[config.mk]
export PLATFORM = sky130hd
export DESIGN_NAME = vector_distance_l1_l2
export DESIGN_NICKNAME = d
export VERILOG_FILES = /design/src/sv/vdl_pkg.sv /design/src/sv/vector_distance_l1_l2.sv /design/src/sv/vdl_queue.sv /design/src/sv/vdl_front.sv /design/src/sv/vdl_back.sv
export SDC_FILE = /design/constraint.sdc
export NUM_CORES = 1
export LEC_CHECK = 0
export ABC_AREA = 1
export BUFFER_PORTS_ARGS = -buffer_cell sky130_fd_sc_hd__buf_2
export CORE_MARGIN = 1
export CORE_UTILIZATION = 55
export DETAILED_ROUTE_END_ITERATION = 8
export PLACE_DENSITY = 0.71
export SETUP_SLACK_MARGIN = 0.2
export SYNTH_ARGS = -nofsm -noshare
export SYNTH_HDL_FRONTEND = slang
export SYNTH_HIERARCHICAL = 1
export SYNTH_SLANG_ARGS = --single-unit
[constraint.sdc]
create_clock -name aclk -period 9.79 [get_ports aclk]
set_input_delay 1.958 -clock aclk [delete_from_list [all_inputs] [get_ports aclk]]
set_output_delay 1.958 -clock aclk [all_outputs]
set_load 0.01 [all_outputs]
[src/sv/vdl_pkg.sv]
// ----------------------------------------------------------------------------
// vdl_pkg
// Shared widths, types and codes for the L1/L2 vector distance block.
// ----------------------------------------------------------------------------
package vdl_pkg;

    localparam int FEATURE_BITS = 16;
    localparam int SUM_BITS     = 44;
    localparam int DIST_BITS    = 26;
    localparam int DIFF_BITS    = FEATURE_BITS + 1;
    localparam int SQ_IN_BITS   = (DIFF_BITS < SUM_BITS / 2) ? DIFF_BITS : SUM_BITS / 2;
    localparam int ADD_BITS     = (2 * SQ_IN_BITS > DIFF_BITS) ? 2 * SQ_IN_BITS : DIFF_BITS;
    localparam int ROOT_STEPS   = SUM_BITS / 2;
    localparam int ROOT_CNT_BITS = $clog2(ROOT_STEPS);
    localparam int QUEUE_DEPTH  = 2;
    localparam int QUEUE_PTR_BITS = $clog2(QUEUE_DEPTH);
    localparam int S_TDATA_BITS = ((2 * FEATURE_BITS + 7) / 8) * 8;
    localparam int M_TDATA_BITS = ((DIST_BITS + 7) / 8) * 8;

    localparam logic [SUM_BITS-1:0] SUM_MAX  = {SUM_BITS{1'b1}};
    localparam logic [SUM_BITS-1:0] DIST_MAX = SUM_BITS'({DIST_BITS{1'b1}});

    typedef enum logic {
        METRIC_EUCLID    = 1'b0,
        METRIC_MANHATTAN = 1'b1
    } metric_t;

    typedef enum logic [1:0] {
        B_IDLE,
        B_ROOT,
        B_FIN
    } back_state_t;

    // one finished vector, front to back
    typedef struct packed {
        logic [SUM_BITS-1:0] sum;
        logic                ovf;
        metric_t             metric;
    } vec_entry_t;

    typedef struct packed {
        logic       push;
        vec_entry_t entry;
    } queue_wr_t;

endpackage

[src/sv/vector_distance_l1_l2.sv]
// ----------------------------------------------------------------------------
// vector_distance_l1_l2
// Euclidean / Manhattan distance between a point and a centroid, one
// coordinate pair per item, one result item per vector.
// ----------------------------------------------------------------------------
// Throughput: one pair per cycle while s_tready is high; a last pair waits while
// the queue is full. The back part takes one vector at a time, Euclidean ones
// through the 22-step bit-serial square root. A pair passes the absolute
// difference, value to add and running sum stages, then the queue and back part.
// A held result (m_tready low) stalls the back part and then fills the queue.
// Synchronous active-low reset clears the sum, flag, queue and metric.
module vector_distance_l1_l2 (
    input  logic                               aclk,
    input  logic                               aresetn,
    input  logic                               cfg_wr_en,
    input  logic                               cfg_wr_data,  // metric
    input  logic                               s_tvalid,
    output logic                               s_tready,
    input  logic [vdl_pkg::S_TDATA_BITS-1:0]   s_tdata,  // point_value, centroid_value
    input  logic                               s_tlast,
    output logic                               m_tvalid,
    input  logic                               m_tready,
    output logic [vdl_pkg::M_TDATA_BITS-1:0]   m_tdata,  // distance, zero pad
    output logic [0:0]                         m_tuser   // saturated
);
    import vdl_pkg::*;

    metric_t              metric_reg;
    queue_wr_t            q_wr;
    logic                 q_full;
    logic                 q_valid;
    logic                 q_pop;
    vec_entry_t           q_entry;
    logic [DIST_BITS-1:0] distance;
    logic                 saturated;

    always_ff @(posedge aclk) begin
        if (!aresetn) begin
            metric_reg <= METRIC_EUCLID;
        end else if (cfg_wr_en) begin
            metric_reg <= metric_t'(cfg_wr_data);
        end
    end

    vdl_front u_front (
        .aclk           (aclk),
        .aresetn        (aresetn),
        .metric         (metric_reg),
        .s_tvalid       (s_tvalid),
        .s_tready       (s_tready),
        .point_value    (s_tdata[FEATURE_BITS-1:0]),
        .centroid_value (s_tdata[2*FEATURE_BITS-1:FEATURE_BITS]),
        .last_pair      (s_tlast),
        .q_wr           (q_wr),
        .q_full         (q_full)
    );

    vdl_queue u_queue (
        .aclk     (aclk),
        .aresetn  (aresetn),
        .wr       (q_wr),
        .full     (q_full),
        .pop      (q_pop),
        .rd_valid (q_valid),
        .rd_entry (q_entry)
    );

    vdl_back u_back (
        .aclk      (aclk),
        .aresetn   (aresetn),
        .q_valid   (q_valid),
        .q_entry   (q_entry),
        .pop       (q_pop),
        .m_tvalid  (m_tvalid),
        .m_tready  (m_tready),
        .distance  (distance),
        .saturated (saturated)
    );

    assign m_tdata = M_TDATA_BITS'(distance);
    assign m_tuser = saturated;

endmodule

[src/sv/vdl_queue.sv]
// ----------------------------------------------------------------------------
// vdl_queue
// Short queue of finished vector sums between the front and back parts.
// ----------------------------------------------------------------------------
module vdl_queue (
    input  logic                aclk,
    input  logic                aresetn,
    input  vdl_pkg::queue_wr_t  wr,
    output logic                full,
    input  logic                pop,
    output logic                rd_valid,
    output vdl_pkg::vec_entry_t rd_entry
);
    import vdl_pkg::*;

    vec_entry_t                mem [QUEUE_DEPTH];
    logic [QUEUE_PTR_BITS-1:0] wr_ptr_reg, wr_ptr_next;
    logic [QUEUE_PTR_BITS-1:0] rd_ptr_reg, rd_ptr_next;
    logic [QUEUE_PTR_BITS:0]   cnt_reg, cnt_next;
    logic                      do_push;
    logic                      do_pop;

    assign full     = (cnt_reg == (QUEUE_PTR_BITS+1)'(QUEUE_DEPTH));
    assign rd_valid = (cnt_reg != '0);
    assign rd_entry = mem[rd_ptr_reg];
    assign do_push  = wr.push && !full;
    assign do_pop   = pop && rd_valid;

    always_comb begin
        wr_ptr_next = wr_ptr_reg;
        rd_ptr_next = rd_ptr_reg;
        cnt_next    = cnt_reg;
        if (do_push) begin
            wr_ptr_next = (wr_ptr_reg == QUEUE_PTR_BITS'(QUEUE_DEPTH - 1)) ? '0 : wr_ptr_reg + 1'b1;
        end
        if (do_pop) begin
            rd_ptr_next = (rd_ptr_reg == QUEUE_PTR_BITS'(QUEUE_DEPTH - 1)) ? '0 : rd_ptr_reg + 1'b1;
        end
        if (do_push && !do_pop) begin
            cnt_next = cnt_reg + 1'b1;
        end else if (do_pop && !do_push) begin
            cnt_next = cnt_reg - 1'b1;
        end
    end

    always_ff @(posedge aclk) begin
        if (!aresetn) begin
            wr_ptr_reg <= '0;
            rd_ptr_reg <= '0;
            cnt_reg    <= '0;
        end else begin
            wr_ptr_reg <= wr_ptr_next;
            rd_ptr_reg <= rd_ptr_next;
            cnt_reg    <= cnt_next;
        end
    end

    always_ff @(posedge aclk) begin
        if (do_push) begin
            mem[wr_ptr_reg] <= wr.entry;
        end
    end

endmodule

[src/sv/vdl_front.sv]
// ----------------------------------------------------------------------------
// vdl_front
// Accepts coordinate pairs, forms |p - c| or its square and keeps the
// saturating running sum; pushes one entry per vector on the last pair.
// ----------------------------------------------------------------------------
module vdl_front (
    input  logic                              aclk,
    input  logic                              aresetn,
    input  vdl_pkg::metric_t                  metric,
    input  logic                              s_tvalid,
    output logic                              s_tready,
    input  logic signed [vdl_pkg::FEATURE_BITS-1:0] point_value,
    input  logic signed [vdl_pkg::FEATURE_BITS-1:0] centroid_value,
    input  logic                              last_pair,
    output vdl_pkg::queue_wr_t                q_wr,
    input  logic                              q_full
);
    import vdl_pkg::*;

    logic                  adv;
    logic signed [DIFF_BITS-1:0] diff;
    logic [DIFF_BITS-1:0]  abs_diff;

    // stage 1: absolute difference
    logic                  s1_valid_reg;
    logic                  s1_last_reg;
    metric_t               s1_metric_reg;
    logic [DIFF_BITS-1:0]  s1_abs_reg;
    logic                  s1_big_reg;

    // stage 2: value to add
    logic                  s2_valid_reg;
    logic                  s2_last_reg;
    metric_t               s2_metric_reg;
    logic [ADD_BITS-1:0]   s2_add_reg;
    logic                  s2_big_reg;
    logic [ADD_BITS-1:0]   add_next;
    logic [SQ_IN_BITS-1:0] sq_in;
    logic [2*SQ_IN_BITS-1:0] sq_prod;

    // stage 3: running sum
    logic [SUM_BITS-1:0]   sum_reg, sum_next;
    logic                  ovf_reg, ovf_next;
    logic [SUM_BITS:0]     sum_wide;
    logic [SUM_BITS-1:0]   sum_upd;
    logic                  ovf_upd;

    assign adv      = !(s2_valid_reg && s2_last_reg && q_full);
    assign s_tready = adv;

    assign diff     = DIFF_BITS'(point_value) - DIFF_BITS'(centroid_value);
    assign abs_diff = diff[DIFF_BITS-1] ? DIFF_BITS'(-diff) : DIFF_BITS'(diff);

    assign sq_in    = s1_abs_reg[SQ_IN_BITS-1:0];
    assign sq_prod  = sq_in * sq_in;
    assign add_next = (s1_metric_reg == METRIC_MANHATTAN) ? ADD_BITS'(s1_abs_reg)
                                                          : ADD_BITS'(sq_prod);

    assign sum_wide = (SUM_BITS+1)'(sum_reg) + (SUM_BITS+1)'(s2_add_reg);

    always_comb begin
        sum_upd = sum_reg;
        ovf_upd = ovf_reg;
        if (s2_big_reg || sum_wide[SUM_BITS]) begin
            sum_upd = SUM_MAX;
            ovf_upd = 1'b1;
        end else begin
            sum_upd = sum_wide[SUM_BITS-1:0];
        end
    end

    always_comb begin
        sum_next       = sum_reg;
        ovf_next       = ovf_reg;
        q_wr.push      = 1'b0;
        q_wr.entry.sum    = sum_upd;
        q_wr.entry.ovf    = ovf_upd;
        q_wr.entry.metric = s2_metric_reg;
        if (adv && s2_valid_reg) begin
            if (s2_last_reg) begin
                q_wr.push = 1'b1;
                sum_next  = '0;
                ovf_next  = 1'b0;
            end else begin
                sum_next  = sum_upd;
                ovf_next  = ovf_upd;
            end
        end
    end

    always_ff @(posedge aclk) begin
        if (!aresetn) begin
            s1_valid_reg <= 1'b0;
            s2_valid_reg <= 1'b0;
            sum_reg      <= '0;
            ovf_reg      <= 1'b0;
        end else begin
            sum_reg <= sum_next;
            ovf_reg <= ovf_next;
            if (adv) begin
                s1_valid_reg <= s_tvalid;
                s2_valid_reg <= s1_valid_reg;
            end
        end
    end

    always_ff @(posedge aclk) begin
        if (adv) begin
            s1_last_reg   <= last_pair;
            s1_metric_reg <= metric;
            s1_abs_reg    <= abs_diff;
            s1_big_reg    <= (metric == METRIC_EUCLID) && ((abs_diff >> SQ_IN_BITS) != '0);
            s2_last_reg   <= s1_last_reg;
            s2_metric_reg <= s1_metric_reg;
            s2_add_reg    <= add_next;
            s2_big_reg    <= s1_big_reg;
        end
    end

endmodule

[src/sv/vdl_back.sv]
// ----------------------------------------------------------------------------
// vdl_back
// Takes finished sums from the queue, runs the bit-serial square root for
// the Euclidean metric, clamps to the output width and holds the result.
// ----------------------------------------------------------------------------
module vdl_back (
    input  logic                                aclk,
    input  logic                                aresetn,
    input  logic                                q_valid,
    input  vdl_pkg::vec_entry_t                 q_entry,
    output logic                                pop,
    output logic                                m_tvalid,
    input  logic                                m_tready,
    output logic [vdl_pkg::DIST_BITS-1:0]       distance,
    output logic                                saturated
);
    import vdl_pkg::*;

    back_state_t              state_reg, state_next;
    logic [SUM_BITS-1:0]      x_reg, x_next;
    logic [SUM_BITS-1:0]      res_reg, res_next;
    logic [SUM_BITS-1:0]      bit_reg, bit_next;
    logic [ROOT_CNT_BITS-1:0] cnt_reg, cnt_next;
    logic                     ovf_reg, ovf_next;
    logic                     out_valid_reg, out_valid_next;
    logic [DIST_BITS-1:0]     dist_reg, dist_next;
    logic                     sat_reg, sat_next;
    logic [SUM_BITS:0]        trial;
    logic                     out_free;

    assign out_free  = !out_valid_reg || m_tready;
    assign trial     = (SUM_BITS+1)'(res_reg) + (SUM_BITS+1)'(bit_reg);
    assign m_tvalid  = out_valid_reg;
    assign distance  = dist_reg;
    assign saturated = sat_reg;

    always_comb begin
        state_next     = state_reg;
        x_next         = x_reg;
        res_next       = res_reg;
        bit_next       = bit_reg;
        cnt_next       = cnt_reg;
        ovf_next       = ovf_reg;
        out_valid_next = out_valid_reg;
        dist_next      = dist_reg;
        sat_next       = sat_reg;
        pop            = 1'b0;
        if (out_valid_reg && m_tready) begin
            out_valid_next = 1'b0;
        end
        unique case (state_reg)
            B_IDLE: begin
                if (q_valid) begin
                    pop      = 1'b1;
                    ovf_next = q_entry.ovf;
                    x_next   = q_entry.sum;
                    bit_next = SUM_BITS'(1) << (SUM_BITS - 2);
                    cnt_next = ROOT_CNT_BITS'(ROOT_STEPS - 1);
                    if (q_entry.metric == METRIC_MANHATTAN) begin
                        res_next   = q_entry.sum;
                        state_next = B_FIN;
                    end else begin
                        res_next   = '0;
                        state_next = B_ROOT;
                    end
                end
            end
            B_ROOT: begin
                if ((SUM_BITS+1)'(x_reg) >= trial) begin
                    x_next   = x_reg - trial[SUM_BITS-1:0];
                    res_next = (res_reg >> 1) + bit_reg;
                end else begin
                    res_next = res_reg >> 1;
                end
                bit_next = bit_reg >> 2;
                cnt_next = cnt_reg - 1'b1;
                if (cnt_reg == '0) begin
                    state_next = B_FIN;
                end
            end
            B_FIN: begin
                if (out_free) begin
                    out_valid_next = 1'b1;
                    if (res_reg > DIST_MAX) begin
                        dist_next = {DIST_BITS{1'b1}};
                        sat_next  = 1'b1;
                    end else begin
                        dist_next = res_reg[DIST_BITS-1:0];
                        sat_next  = ovf_reg;
                    end
                    state_next = B_IDLE;
                end
            end
            default: begin
                state_next = B_IDLE;
            end
        endcase
    end

    always_ff @(posedge aclk) begin
        if (!aresetn) begin
            state_reg     <= B_IDLE;
            out_valid_reg <= 1'b0;
        end else begin
            state_reg     <= state_next;
            out_valid_reg <= out_valid_next;
        end
    end

    always_ff @(posedge aclk) begin
        x_reg    <= x_next;
        res_reg  <= res_next;
        bit_reg  <= bit_next;
        cnt_reg  <= cnt_next;
        ovf_reg  <= ovf_next;
        dist_reg <= dist_next;
        sat_reg  <= sat_next;
    end

    a_pop_has_item: assert property (@(posedge aclk) disable iff (!aresetn)
        pop |-> q_valid)
        else $error("pop from empty queue");

    a_root_counts_down: assert property (@(posedge aclk) disable iff (!aresetn)
        (state_reg == B_ROOT && cnt_reg != '0) |=>
            (state_reg == B_ROOT && cnt_reg == $past(cnt_reg) - 1'b1))
        else $error("root step count broken");

    a_root_ends: assert property (@(posedge aclk) disable iff (!aresetn)
        (state_reg == B_ROOT && cnt_reg == '0) |=> (state_reg == B_FIN))
        else $error("root did not finish");

    a_load_needs_room: assert property (@(posedge aclk) disable iff (!aresetn)
        (state_reg == B_FIN && out_valid_reg && !m_tready) |=> (state_reg == B_FIN))
        else $error("result overwrote a pending item");

endmodule
* Word-level counts from Yosys, hierarchy flattened
Memory sizes are Yosys's and may differ from the RTL's. A register that Yosys moved wholly into a read port is not among the register bits. Index checks and enable logic that the tools add are counted.
Word-level totals: memory bits (writable) 92, memories kept 1, word-level logic and storage cells 108, output and inout port bits 35, input bits 39, register bits 275
Cells by class: magnitude comparators 2, add/sub/neg operators 11, multipliers 1, eq/ne operators 7, multiplexer cells 37, reductions and logical operators 24
Memory list:
- u_queue.mem | words 2, width 46, rd ports 1, clocked after memory_dff 1, write ports 1, line vdl_queue.sv:16 | vec_entry_t mem [QUEUE_DEPTH];
Operator list (number):
- 44-bit 2-to-1 mux | 8
- 44-bit case mux with 2 select lines | 3
- 44-bit by 34-bit adder with 45-bit output | 1
- 44-bit by 44-bit adder with 45-bit output | 1
- 44-bit by 45-bit >= comparator with 1-bit output | 1
- 43-bit by 44-bit adder with 44-bit output | 1
- 44-bit by 26-bit greater-than comparator with 1-bit output (second input constant) | 1
- 44-bit subtractor | 1
- 17-bit by 17-bit multiplier with 34-bit output | 1
- 17-bit 2-to-1 mux | 1
- 17-bit negator | 1
- 16-bit by 16-bit subtractor with 17-bit output | 1
- 16-bit 2-to-1 mux | 1
- 1-bit 2-to-1 mux | 15
- 2-bit 2-to-1 mux | 6
- 5-bit case mux with 2 select lines | 1
- 1-bit logical AND | 8
- 2-bit by 1-bit != test with 1-bit output (second input constant) | 3
- 2-bit case mux with 3 select lines | 1
- 2-bit AND reduction | 3
- 3-bit AND reduction | 2
- 2-bit nonzero test | 3
- 1-bit zero test | 5
- 5-bit zero test | 1
- 10 further kinds | 12

* Depth between registers and ports, before layout
word-level depth 10, depth in mapped cells 28

* Cells and area by module
Netlist, hierarchy kept.
Modules (own cells, without submodules):
- vdl_front | times used 1, area an instance 17629.4 um^2, cells each 2477
- vdl_back | times used 1, area an instance 14282.4 um^2, cells each 2195
- vdl_queue | times used 1, area an instance 3767.4 um^2, cells each 180
- vector_distance_l1_l2 | times used 1, area an instance 90.1 um^2, cells each 13

* Worst setup path before layout
No wires, ideal clock.
path kind register to register, start point reg u_front.s1_abs_reg[5], end point reg u_front.s2_add_reg[26] (data pin), data arrival time 5.570 ns, clock period less this slack 5.831 ns, slack 3.959 ns, buffers on the path 2, stages on the path, launching flop included 24, path through edfxtp_1 -> clkbuf_1 -> clkbuf_1 -> nand2_1 -> fa_1 -> inv_1 -> fa_1 -> inv_1 -> fa_1 -> inv_1 -> fa_1 -> fa_1 -> inv_1 -> fa_1 -> inv_1 -> ha_1 -> a21o_1 -> nand2_1 -> nand2_1 -> o21bai_1 -> a21oi_1 -> o21ai_0 -> o21ai_0 -> a21oi_1
On the way: longest elaborated chain between the ends 1
RTL lines:
- start, declared | line vdl_front.sv:28 | logic [DIFF_BITS-1:0] s1_abs_reg;
- start signal, assigned | line vdl_front.sv:111 | s1_abs_reg <= abs_diff;
- 17-bit by 17-bit multiplier with 34-bit output | line vdl_front.sv:55 | assign sq_prod = sq_in * sq_in;
- end signal, assigned | line vdl_front.sv:115 | s2_add_reg <= add_next;
- end, declared | line vdl_front.sv:35 | logic [ADD_BITS-1:0] s2_add_reg;
No other way between the ends. A chain may end at the register's enable or synchronous reset.

* Final worst setup path
start point reg u_front.s1_abs_reg[2], end point reg u_front.s2_add_reg[31] (data pin)
The elaborated chain is that of the path after synthesis.

==> results.md <==
- Cts bufs inserted: 43
- IO Port Bufs: 67
- Leading cell type by number of instances after synthesis: nand2_1
- Distinct cells, synth: 65
- Final-report max-slew violation count: 0
- Setup Skew: 47.0 ps
- TritonCTS Sinks: 346
- F_max: 155 MHz
- Core area: 64,300 µm²
- Post-CTS Setup Bufs: 0
- First-pass GRT wire length: 171 mm
- Setup TNS: 0 ps
- Final WS setup: 3340 ps
- RSZ-0062 raised after global routing: false
- CP Capture Type: register
- Die Y: 257 µm
- Synthesized area per cell: 7.35 µm²
- Via count of the routed design: 31,717
- Fin. Hold Viols: 0
- Primary FF master, synth: edfxtp_1
- Final period utilization: 65.9%
- CP max FO: 18
- Worst path max stage delay: 890 ps
- GP Congestion: 1.00
- Avg Vias per Cell: 5.49
- Slowest CP cell: edfxtp_1
- Max_slew headroom: 20.9%
- CTS tree: yes
- Clock Tree Buf Depth: 3
- Max Cap Viol: 0
- GRT Total Usage: 33.3%
- Clock transition at the registers of the reported paths: 60 ps
- Synthesized area: 35,800 µm²
- CP Data Required Time: 10,120 ps
- Layout cells sized above 1: 7.28%
- Pin count of the biggest net entering global routing: 84
- Area Growth Syn to Fin: 6.88%
- DP Worst Slack: 3460 ps
- Router iterations before antenna repair: 6
- Synth Register Bits: 346
- Layout Nets: 5,371
- CTS resizes: 0
- # DRC: 0
- I/O Pins: 74
- HPWL after DPL: 88.0 mm
- Initial antenna violation count: 0
- Post-CTS Hold Buffers: 0
- Top reg by flops: u_queue/mem
- Share of the synthesized area in the top cell type: 24.3%
- Crit path launch type: register
- Clock insertion delay at the later pin of the skew report: 610 ps
- Post-synthesis cell count: 4,865
- Die X: 257 µm
- Tmin final: 6450 ps
- Fraction of registers with async set or reset after synthesis: 0%
- CP Cell Sequence: nand2_1 -> inv_1 -> fa_1 -> inv_1 -> fa_1 -> fa_1 -> inv_1 -> fa_1 -> fa_1 -> inv_1 -> fa_1 -> inv_1 -> ha_1 -> a21oi_1 -> a21boi_0 -> nand2_1 -> nand2_1 -> nand3_1 -> a31oi_1 -> nand2_1 -> nand2_1 -> nor2_1
- DRT Wirelength: 110 mm
- Final ANT Viol Nets: 0
- Status: completed
- Worst hold-check path type: register to register
- CTS root buf: clkbuf_16
- Initial cell density of the core: 55.6%
- FP Rows: 93
- Grt total ovfl: 0
- Avg WL per Cell: 19.0 µm
- Ys Warns: 6
- WP data arrival: 6780 ps
- Setup Crit Path Kind: register to register
- Max reg flops: 92
- Most used cell, CP: fa_1
- Synth cell count leaders: nand2_1, inv_1, nor2_1
- Vias in the first global route: 30,762
- Worst hold slack: 419 ps
- Synth top area cells: edfxtp_1, nand2_1, fa_1
- Placed Instances: 5,693
- Yosys top cell by area: edfxtp_1
- Cell Count, Final, Fillers Out: 5,772
- Starting DRT DRC Count: 3,118
- H-tree level count: 2
- EDFF count, synth: 290
- Final setup fails: 0
- Worst-margin pin slew: 1190 ps
- Seq/Total Area, Yosys: 27.5%
- Total die area: 66,100 µm²
through the flow:
stage / cell area (µm²) / util, %
CTS: 38200 / 59.4
global placement: 36700 / 57.1
detailed placement: 36700 / 57.1
global route: 38200 / 59.4
floorplan: 35800 / -
finish: 38200 / 59.4
worst max-delay path: cells and delay by family, from the launching register on:
family / cells / cell delay [ps]
flip-flops: 1 / 890
AND/OR/NAND/NOR: 7 / 730
buffers and inverters: 5 / 370
adder cells (fa/ha/maj): 7 / 3230
AO/OA/AOI/OAI: 3 / 950
worst paths after layout:
check / from / to / slack, ps / cells after the start
worst min-delay path: u_front/s1_last_reg / u_front/s2_last_reg / 420 / 0
worst max register to register: u_front/s1_abs_reg[2] / u_front/s2_add_reg[31] / 3340 / 22
worst min register to register: u_front/s1_last_reg / u_front/s2_last_reg / 420 / 0
worst max-delay path: u_front/s1_abs_reg[2] / u_front/s2_add_reg[31] / 3340 / 22
placed cells by master, fill, tap and decap left out, types with 6 or more instances in the layout:
cell type	count
nand2_1	1429
inv_1	887
nor2_1	386
nand3_1	308
edfxtp_1	290
ha_1	254
a21oi_1	215
fa_1	195
o21ai_0	174
xor2_1	87
buf_2	67
dfxtp_1	55
nand4_1	47
nor3_1	44
clkbuf_16	43
mux2_4	40
xnor2_1	34
nand2_2	32
a21oi_2	29
o21bai_1	27
nand3_4	19
a21o_1	18
buf_4	18
or2_2	17
nor2_2	15
a31oi_1	15
o21ai_1	14
nand2_4	14
nor4_1	13
clkinv_2	9
nand3b_1	9
or2_1	8
and2_1	7
conb_1	6
inv_2	6
mux2_2	6
cell families after synthesis:
group / after synthesis / synth area share (%)
xor gates and xnor gates: 121 / 2.96
buffers and inverters: 1013 / 11.2
other: 1 / 0.0105
adders and majority gates: 449 / 19.8
muxes: 46 / 1.87
AOI/OAI and AO/OA: 524 / 8.27
DFF: 346 / 27.5
and+or+nand+nor: 2365 / 28.4
area by class of cell:
class | count | area (µm²)
antenna | 1 | 2.50
clock buffer | 48 | 1100
clock inverter | 30 | 377
fill | 6101 | 26100
inverter | 896 | 3370
multi-input combinational | 3511 | 22000
sequential | 346 | 9830
tap | 855 | 1070
timing repair buffer | 85 | 470
routing by layer:
layer	global-route usage (%)	routed length, µm	vias to the layer above	share of wire, %
met4	13.0	4510	0	4.1
met1	44.8	47500	14871	43
met5	0	0	-	0
met2	54.6	50300	1221	46
li1	-	-	15425	-
met3	4.16	7240	200	6.6
Power is left out: the tool's default activity adds up to more than one toggle a clock period on the data nets, which glitch-free logic cannot reach.
